==> src/tdc_fd_pkg.sv <==
// Shared types, codes and helper functions for the TDC frame decoder.
package tdc_fd_pkg;

  // Result kind codes
  localparam logic [1:0] KindEvent = 2'd0;
  localparam logic [1:0] KindNormal = 2'd1;
  localparam logic [1:0] KindEmpty = 2'd2;
  localparam logic [1:0] KindOverCount = 2'd3;

  // Sync word bounds: "HDR0" .. "HDR5"
  localparam logic [31:0] SyncLow = 32'h4844_5230;
  localparam logic [31:0] SyncHigh = 32'h4844_5235;

  localparam logic [15:0] CrcPoly = 16'h1021;
  localparam logic [15:0] CrcInitReset = 16'h0F4A;

  // Configuration register addresses (word index)
  localparam logic RegCrcEnable = 1'b0;
  localparam logic RegCrcInit = 1'b1;

  typedef struct packed {
    logic [1:0]  result_kind;
    logic        crc_status;
    logic [2:0]  chip_number;
    logic [31:0] frame_number;
    logic [9:0]  lead_coarse_time;
    logic [9:0]  lead_start_conv;
    logic [9:0]  lead_end_conv;
    logic [7:0]  lead_channel_tac;
    logic [9:0]  trail_coarse_time;
    logic [9:0]  trail_start_conv;
    logic [9:0]  trail_end_conv;
    logic [7:0]  trail_channel_tac;
  } result_t;

  // CRC-16 over one byte, MSB first
  function automatic logic [15:0] crc16_byte(input logic [15:0] crc, input logic [7:0] b);
    logic [15:0] c;
    logic        fb;
    c = crc;
    for (int k = 7; k >= 0; k--) begin
      fb = c[15] ^ b[k];
      c = {c[14:0], 1'b0};
      if (fb) begin
        c = c ^ CrcPoly;
      end
    end
    return c;
  endfunction

  // Gray to binary: each bit is the parity of itself and all bits above
  function automatic logic [9:0] gray10_decode(input logic [9:0] g);
    logic [9:0] p;
    for (int i = 0; i < 10; i++) begin
      p[i] = ^(g >> i);
    end
    return p;
  endfunction

endpackage

==> src/tdc_frame_decoder.sv <==
// Byte-serial TDC frame decoder: sync hunt, frame parse, event unpack and CRC check.
//
//   channel  | direction | handshake                 | payload
//   ---------+-----------+---------------------------+------------------------------
//   input    | in        | in_valid_i / in_stall_o   | data_byte_i
//   output   | out       | out_valid_o / out_stall_i | result_kind_o .. trail_channel_tac_o
//   config   | in        | psel/penable/pwrite/pready| paddr, pwdata, prdata
//
// One byte is taken per cycle while in_stall_o is low; its result, if any, lands in the
// output register at the same edge and is shown from the next cycle, or in the skid
// register behind it while a result waits there; the skid register keeps bytes flowing,
// and in_stall_o rises only when both hold a result.
// Reset clears the parse state, the output valids and the CRC register to 0x0F4A;
// no clearing pass is needed.
module tdc_frame_decoder #(
  parameter int MaxEvents = 64
) (
  input  logic        clk_i,
  input  logic        rst_ni,
  // input channel
  input  logic        in_valid_i,
  output logic        in_stall_o,
  input  logic [7:0]  data_byte_i,
  // output channel
  output logic        out_valid_o,
  input  logic        out_stall_i,
  output logic [1:0]  result_kind_o,
  output logic        crc_status_o,
  output logic [2:0]  chip_number_o,
  output logic [31:0] frame_number_o,
  output logic [9:0]  lead_coarse_time_o,
  output logic [9:0]  lead_start_conv_o,
  output logic [9:0]  lead_end_conv_o,
  output logic [7:0]  lead_channel_tac_o,
  output logic [9:0]  trail_coarse_time_o,
  output logic [9:0]  trail_start_conv_o,
  output logic [9:0]  trail_end_conv_o,
  output logic [7:0]  trail_channel_tac_o,
  // configuration port
  input  logic        psel,
  input  logic        penable,
  input  logic        pwrite,
  input  logic [2:0]  paddr,
  input  logic [31:0] pwdata,
  output logic [31:0] prdata,
  output logic        pready
);
  import tdc_fd_pkg::*;

  localparam int EvtW = $clog2(MaxEvents + 1);

  // Parse phase codes
  localparam logic [2:0] PhHunt = 3'd0;
  localparam logic [2:0] PhCount = 3'd1;
  localparam logic [2:0] PhFrameId = 3'd2;
  localparam logic [2:0] PhEvent = 3'd3;
  localparam logic [2:0] PhPad = 3'd4;
  localparam logic [2:0] PhCrcHi = 3'd5;
  localparam logic [2:0] PhCrcLo = 3'd6;

  localparam logic [3:0] LastEventByte = 4'd9;
  localparam logic [3:0] LastIdByte = 4'd3;

  // Configuration registers
  logic        crc_en_q;
  logic [15:0] crc_init_q;

  // Parse state
  logic [31:0]     sync_q, sync_d;
  logic [2:0]      phase_q, phase_d;
  logic [3:0]      byte_idx_q, byte_idx_d;
  logic [EvtW-1:0] events_left_q, events_left_d;
  logic [31:0]     frame_num_q, frame_num_d;
  logic [2:0]      chip_q, chip_d;
  logic [15:0]     crc_q, crc_d;
  logic [7:0]      crc_hi_q, crc_hi_d;
  logic [1:0]      frame_kind_q, frame_kind_d;
  logic [7:0]      event_bytes [9];

  // Output and skid registers
  result_t out_q, skid_q, res;
  logic    out_valid_q, skid_valid_q;
  logic    res_valid, in_acc, out_take, new_res, eb_wr;

  logic [6:0]  half_count;
  logic [15:0] crc_rx;
  logic [15:0] crc_next;

  assign in_acc = in_valid_i && !skid_valid_q;
  assign out_take = out_valid_q && !out_stall_i;
  assign new_res = in_acc && res_valid;
  assign half_count = data_byte_i[7:1];
  assign crc_rx = {crc_hi_q, data_byte_i};
  assign crc_next = crc16_byte(crc_q, data_byte_i);

  // Configuration write and read-back
  assign pready = 1'b1;
  always_ff @(posedge clk_i or negedge rst_ni) begin
    if (!rst_ni) begin
      crc_en_q <= 1'b0;
      crc_init_q <= CrcInitReset;
    end else if (psel && penable && pwrite && pready) begin
      if (paddr[2] == RegCrcEnable) begin
        crc_en_q <= pwdata[0];
      end else begin
        crc_init_q <= pwdata[15:0];
      end
    end
  end

  always_comb begin
    if (paddr[2] == RegCrcInit) begin
      prdata = {16'd0, crc_init_q};
    end else begin
      prdata = {31'd0, crc_en_q};
    end
  end

  // Next parse state and result for the byte on the input
  always_comb begin
    sync_d = sync_q;
    phase_d = phase_q;
    byte_idx_d = byte_idx_q;
    events_left_d = events_left_q;
    frame_num_d = frame_num_q;
    chip_d = chip_q;
    crc_d = crc_q;
    crc_hi_d = crc_hi_q;
    frame_kind_d = frame_kind_q;
    eb_wr = 1'b0;
    res_valid = 1'b0;
    res = '0;
    res.chip_number = chip_q;
    res.frame_number = frame_num_q;

    unique case (phase_q)
      PhCount: begin
        crc_d = crc16_byte(crc_init_q, data_byte_i);
        if (half_count == 7'd0 || half_count > 7'(MaxEvents)) begin
          // empty or over-count frame body ends at the count byte (CRC bytes follow if enabled)
          frame_kind_d = (half_count == 7'd0) ? KindEmpty : KindOverCount;
          if (crc_en_q) begin
            phase_d = PhCrcHi;
          end else begin
            res_valid = 1'b1;
            res.result_kind = frame_kind_d;
            sync_d = '0;
            phase_d = PhHunt;
            byte_idx_d = '0;
          end
        end else begin
          events_left_d = half_count[EvtW-1:0];
          byte_idx_d = '0;
          phase_d = PhFrameId;
        end
      end
      PhFrameId: begin
        crc_d = crc_next;
        frame_num_d = {frame_num_q[23:0], data_byte_i};
        if (byte_idx_q == LastIdByte) begin
          byte_idx_d = '0;
          phase_d = PhEvent;
        end else begin
          byte_idx_d = byte_idx_q + 4'd1;
        end
      end
      PhEvent: begin
        crc_d = crc_next;
        if (byte_idx_q < LastEventByte) begin
          eb_wr = 1'b1;
          byte_idx_d = byte_idx_q + 4'd1;
        end else begin
          // tenth byte completes the event: unpack and emit
          res_valid = 1'b1;
          res.result_kind = KindEvent;
          res.lead_coarse_time = gray10_decode({event_bytes[0], event_bytes[1][7:6]});
          res.lead_start_conv = gray10_decode({event_bytes[1][5:0], event_bytes[2][7:4]});
          res.lead_end_conv = gray10_decode({event_bytes[2][3:0], event_bytes[3][7:2]});
          res.lead_channel_tac = event_bytes[4];
          res.trail_coarse_time = gray10_decode({event_bytes[5], event_bytes[6][7:6]});
          res.trail_start_conv = gray10_decode({event_bytes[6][5:0], event_bytes[7][7:4]});
          res.trail_end_conv = gray10_decode({event_bytes[7][3:0], event_bytes[8][7:2]});
          res.trail_channel_tac = data_byte_i;
          byte_idx_d = '0;
          events_left_d = events_left_q - EvtW'(1);
          if (events_left_q == EvtW'(1)) begin
            phase_d = PhPad;
          end
        end
      end
      PhPad: begin
        // padding byte enters the CRC as zero
        crc_d = crc16_byte(crc_q, 8'd0);
        frame_kind_d = KindNormal;
        if (crc_en_q) begin
          phase_d = PhCrcHi;
        end else begin
          res_valid = 1'b1;
          res.result_kind = KindNormal;
          sync_d = '0;
          phase_d = PhHunt;
          byte_idx_d = '0;
        end
      end
      PhCrcHi: begin
        crc_hi_d = data_byte_i;
        phase_d = PhCrcLo;
      end
      PhCrcLo: begin
        res_valid = 1'b1;
        res.result_kind = frame_kind_q;
        res.crc_status = (crc_rx != crc_q);
        sync_d = '0;
        phase_d = PhHunt;
        byte_idx_d = '0;
      end
      default: begin
        // hunt: shift the byte in and look for the sync word
        sync_d = {sync_q[23:0], data_byte_i};
        if (sync_d >= SyncLow && sync_d <= SyncHigh) begin
          chip_d = sync_d[2:0];
          phase_d = PhCount;
          byte_idx_d = '0;
        end else begin
          phase_d = PhHunt;
        end
      end
    endcase
  end

  // Advance parse state on each accepted item
  always_ff @(posedge clk_i or negedge rst_ni) begin
    if (!rst_ni) begin
      sync_q <= '0;
      phase_q <= PhHunt;
      byte_idx_q <= '0;
      events_left_q <= '0;
      frame_num_q <= '0;
      chip_q <= '0;
      crc_q <= CrcInitReset;
      crc_hi_q <= '0;
      frame_kind_q <= '0;
    end else if (in_acc) begin
      sync_q <= sync_d;
      phase_q <= phase_d;
      byte_idx_q <= byte_idx_d;
      events_left_q <= events_left_d;
      frame_num_q <= frame_num_d;
      chip_q <= chip_d;
      crc_q <= crc_d;
      crc_hi_q <= crc_hi_d;
      frame_kind_q <= frame_kind_d;
    end
  end

  // Hold the first nine bytes of the event
  always_ff @(posedge clk_i) begin
    if (in_acc && eb_wr) begin
      event_bytes[byte_idx_q] <= data_byte_i;
    end
  end

  // Output register with skid stage: valids
  always_ff @(posedge clk_i or negedge rst_ni) begin
    if (!rst_ni) begin
      out_valid_q <= 1'b0;
      skid_valid_q <= 1'b0;
    end else if (!out_valid_q || out_take) begin
      if (skid_valid_q) begin
        out_valid_q <= 1'b1;
        skid_valid_q <= 1'b0;
      end else begin
        out_valid_q <= new_res;
      end
    end else if (new_res) begin
      skid_valid_q <= 1'b1;
    end
  end

  // Output register with skid stage: payload
  always_ff @(posedge clk_i) begin
    if (!out_valid_q || out_take) begin
      if (skid_valid_q) begin
        out_q <= skid_q;
      end else if (new_res) begin
        out_q <= res;
      end
    end else if (new_res) begin
      skid_q <= res;
    end
  end

  assign in_stall_o = skid_valid_q;
  assign out_valid_o = out_valid_q;
  assign result_kind_o = out_q.result_kind;
  assign crc_status_o = out_q.crc_status;
  assign chip_number_o = out_q.chip_number;
  assign frame_number_o = out_q.frame_number;
  assign lead_coarse_time_o = out_q.lead_coarse_time;
  assign lead_start_conv_o = out_q.lead_start_conv;
  assign lead_end_conv_o = out_q.lead_end_conv;
  assign lead_channel_tac_o = out_q.lead_channel_tac;
  assign trail_coarse_time_o = out_q.trail_coarse_time;
  assign trail_start_conv_o = out_q.trail_start_conv;
  assign trail_end_conv_o = out_q.trail_end_conv;
  assign trail_channel_tac_o = out_q.trail_channel_tac;

endmodule

==> config.mk <==
export PLATFORM = sky130hd
export DESIGN_NAME = tdc_frame_decoder
export DESIGN_NICKNAME = d
export VERILOG_FILES = /design/src/tdc_fd_pkg.sv /design/src/tdc_frame_decoder.sv
export SDC_FILE = /design/constraint.sdc
export NUM_CORES = 1
export LEC_CHECK = 0
export ABC_AREA = 0
export BUFFER_PORTS_ARGS = -buffer_cell sky130_fd_sc_hd__buf_2
export CAP_MARGIN = 20
export CORE_MARGIN = 1
export CORE_UTILIZATION = 53
export DETAILED_ROUTE_END_ITERATION = 6
export GPL_TIMING_DRIVEN = 0
export PLACE_DENSITY = 0.76
export SYNTH_ARGS = -nofsm -noshare
export SYNTH_HDL_FRONTEND = slang
export SYNTH_SLANG_ARGS = --single-unit
==> constraint.sdc <==
create_clock -name clk_i -period 18.8 [get_ports clk_i]
set_input_delay 0.94 -clock clk_i [delete_from_list [all_inputs] [get_ports clk_i]]
set_output_delay 0.94 -clock clk_i [all_outputs]
set_load 0.01 [all_outputs]
==> flow_summary.toml <==
[outcome]
status = "completed"

[worst_setup_path]
timing.rr.start = "phase_q[2]"
cp_data_required_time_ps = 19040
crit_fanout = 35
crit_chain = "buf_2 > buf_2 > clkinv_1 > a21o_1 > nand2_1 > nand2_1 > a21oi_1 > a21oi_1 > a21oi_4 > buf_12 > buf_12"
crit_path_top_delay_cell = "a21oi_4"
r2r-end = "trail_coarse_time_o[6]"
start_kind = "input pin"
crit_family = "buffers and inverters"
r2r_cells = 11
critPathCaptureType = "flop"
r2r_slack_ps = 14900
path_buf_inv = 5
critPathKind = "in2reg"
cpPeakStageDelay_ps = 790
arrival_ps = 4280

[sta]
holdWs_ps = 284.3
postLayoutSetupSlackWorst_ps = 14770
max_slew_margin_pct = 30.01
min_period_ps = 4034
drv_slew = 0
clock-skew-final_ps = 21.00
rsz0062_at_grt = "no"
setup_viol = 0
fmax_ghz = 0.2479
worstMarginPinSlew_ps = 1042
min_period_over_period_pct = 21.45
setup_tns_ps = 0
hold_violations = 0

[floorplanning]
start_util_pct = 54.17
dieHeight_um = 187.6
dieArea_mm2 = 0.03519
row_count = 67
die_w_um = 187.6
core_area_mm2 = 0.03370
io_pins = 199

[drt]
drc_errors = 0
num_vias = 11450
ant_nets = 0
drt-initial-drc-count = 1050
routed_wl_um = 41320
avgRoutedWirePerCell_um = 20.22
vias_per_cell = 5.600
first_pass_iters = 7

[final_layout]
seq_area_mm2 = 0.01186
fin_nets = 1620
final_cell_count_no_fill = 2044
area_growth_pct = 16.37
n_fill_cell = 2541
multi_input_area_mm2 = 0.006012
drive_gt1_share_pct = 30.53
post-route-util_pct = 63.03

[yosys]
synth.area.top_cells = "edfxtp_1 (49%), dfrtp_1 (14%), mux2_2 (8.1%), xnor2_1 (2.5%), nand2_1 (2.4%)"
ys_seq_elements = 414
ys_warn_count = 0
synth_top_area_share_pct = 48.69
async_flop_share_pct = 28.50
ys_types = 66
synth_area_mm2 = 0.01825
syn_avg_cell_area_um2 = 13.85
synth_cells = 1318
synth_edf_count = 296
yosysSeqAreaShare_pct = 64.97
synth_largest_area_cell = "edfxtp_1"
synthFlopType = "edfxtp_1"

[clocking]
cts_sinks = 414
cts_tree = "yes"
root_buffer = "clkbuf_16"
clock_latency_ps = 550
cts_buffers = 42
postCtsHoldBufs = 0
cts.clk_slew.worst_paths_ps = 60
max-clock-path-buffers = 3
post_cts_buffers = 0
htreeDepth = 2
cts_resized = 0

[global_route]
grt_max_degree = 89
grt_usage_pct = 23.60
antenna_found_initial = 1
grt_pass1_wl_um = 64170
gr-total-overflow = 0
grt_pass1_vias = 11250

[worst_hold_path]
hold_path_class = "in2async"

[placement]
post-place-ws_ps = 14230
gp_congestion = 0.8939
port_buffers = 162
dp.cells = 1966
hpwl_um = 28330

[pwr]
vdd_drop_max_uv = 85.71
p_per_area_mw_per_mm2 = 123.6
p_leak_nw = 8.047

[job]
maxCapViolations = 0
## how the worst max path moves through the flow
stage	start	endpoint	cells past startpoint	slack (ps)
floorplan	data_byte_i[7]	skid_q[0]	6	3960
global placement	data_byte_i[7]	skid_q[18]	7	-3070
detailed placement	data_byte_i[7]	trail_start_conv_o[0]	11	14230
CTS	data_byte_i[7]	trail_coarse_time_o[7]	11	14780
global route	data_byte_i[7]	trail_end_conv_o[0]	11	14620
finish	data_byte_i[7]	trail_coarse_time_o[6]	11	14770
## power breakdown
group / leakage (nW) / internal [mW] / switching, mW
clock network: 0.643 / 0.449 / 0.344
registers: 3.99 / 1.13 / 0.105
logic: 3.42 / 0.264 / 0.334
total: 8.05 / 1.84 / 0.783
## synth_stat cells (all sizes together) (4+ instances only)
cell / number
dfstp: 14
inv: 6
edfxtp: 296
nor3: 15
nand3: 12
xnor2: 71
o31ai: 39
nand2b: 5
clkbuf: 67
mux2: 132
nand2: 118
o21ai: 52
a22o: 6
buf: 28
or2: 7
ha: 8
nor2: 91
dfrtp: 104
and2: 34
a21oi: 55
xor2: 39
xnor3: 12
nand4: 8
a31oi: 4
nor4: 5
a221oi: 6
and3: 32
## sequential cells by signal, indices dropped and copies added, names as in the netlist, 4 cells and up
register             cells
byte_idx_q               4
trail_channel_tac_o      8
trail_start_conv_o      10
events_left_q            7
trail_end_conv_o        10
sync_q                  24
lead_coarse_time_o      10
event_bytes             68
lead_end_conv_o         10
lead_start_conv_o       10
crc_init_q              16
crc_hi_q                 8
frame_num_q             32
frame_number_o          32
skid_q                 114
crc_q                   16
lead_channel_tac_o       8
trail_coarse_time_o     10
## logic make-up after synthesis
logic type / synth area share (%)
xor+xnor: 7.828
other cells: 0.04114
fa+ha+maj: 0.5484
compound gates: 7.012
flops: 64.97
simple gates: 8.849
mux: 8.253
buf+inv: 2.502
## layout by cell type, fill, tap and decap left out, drive strengths merged, types with 8 or more instances in the layout
cell type / instances
edfxtp: 296
buf: 213
mux2: 132
nand2: 118
clkbuf: 117
dfrtp: 104
nor2: 91
xnor2: 71
a21oi: 55
o21ai: 52
xor2: 39
o31ai: 39
and2: 34
and3: 32
clkinv: 24
conb: 17
nor3: 15
dfstp: 14
nand3: 12
xnor3: 12
nand4: 8
ha: 8
## per-layer routing
metal  vias up  routed length (µm)  global-route usage [%]
met3        81                2550                   3.406
met5         -                   0                       0
met4         0                1110                   7.598
li1       5259                   -                       -
met1      5650               17340                   32.30
met2       457               20320                   39.06
## per-stage QoR
stage	instance area, µm²	power (mW)
5_1_grt	21240	2.747
3_3_place_gp	19680	1.823
2_1_floorplan	18310	1.669
4_1_cts	21240	2.633
3_5_place_dp	19920	1.840
6_report	21240	2.625
## area by class of cell
type	instances	area share, %
Sequential cell	414	55.83
Multi-Input combinational cell	816	28.30
Clock buffer	50	5.189
Timing Repair Buffer	185	4.877
Tap cell	448	2.639
Buffer	95	2.009
Clock inverter	27	1.001
Inverter	8	0.1414
Antenna cell	1	0.01178
Note: power is estimated with default switching activity, not from simulation.
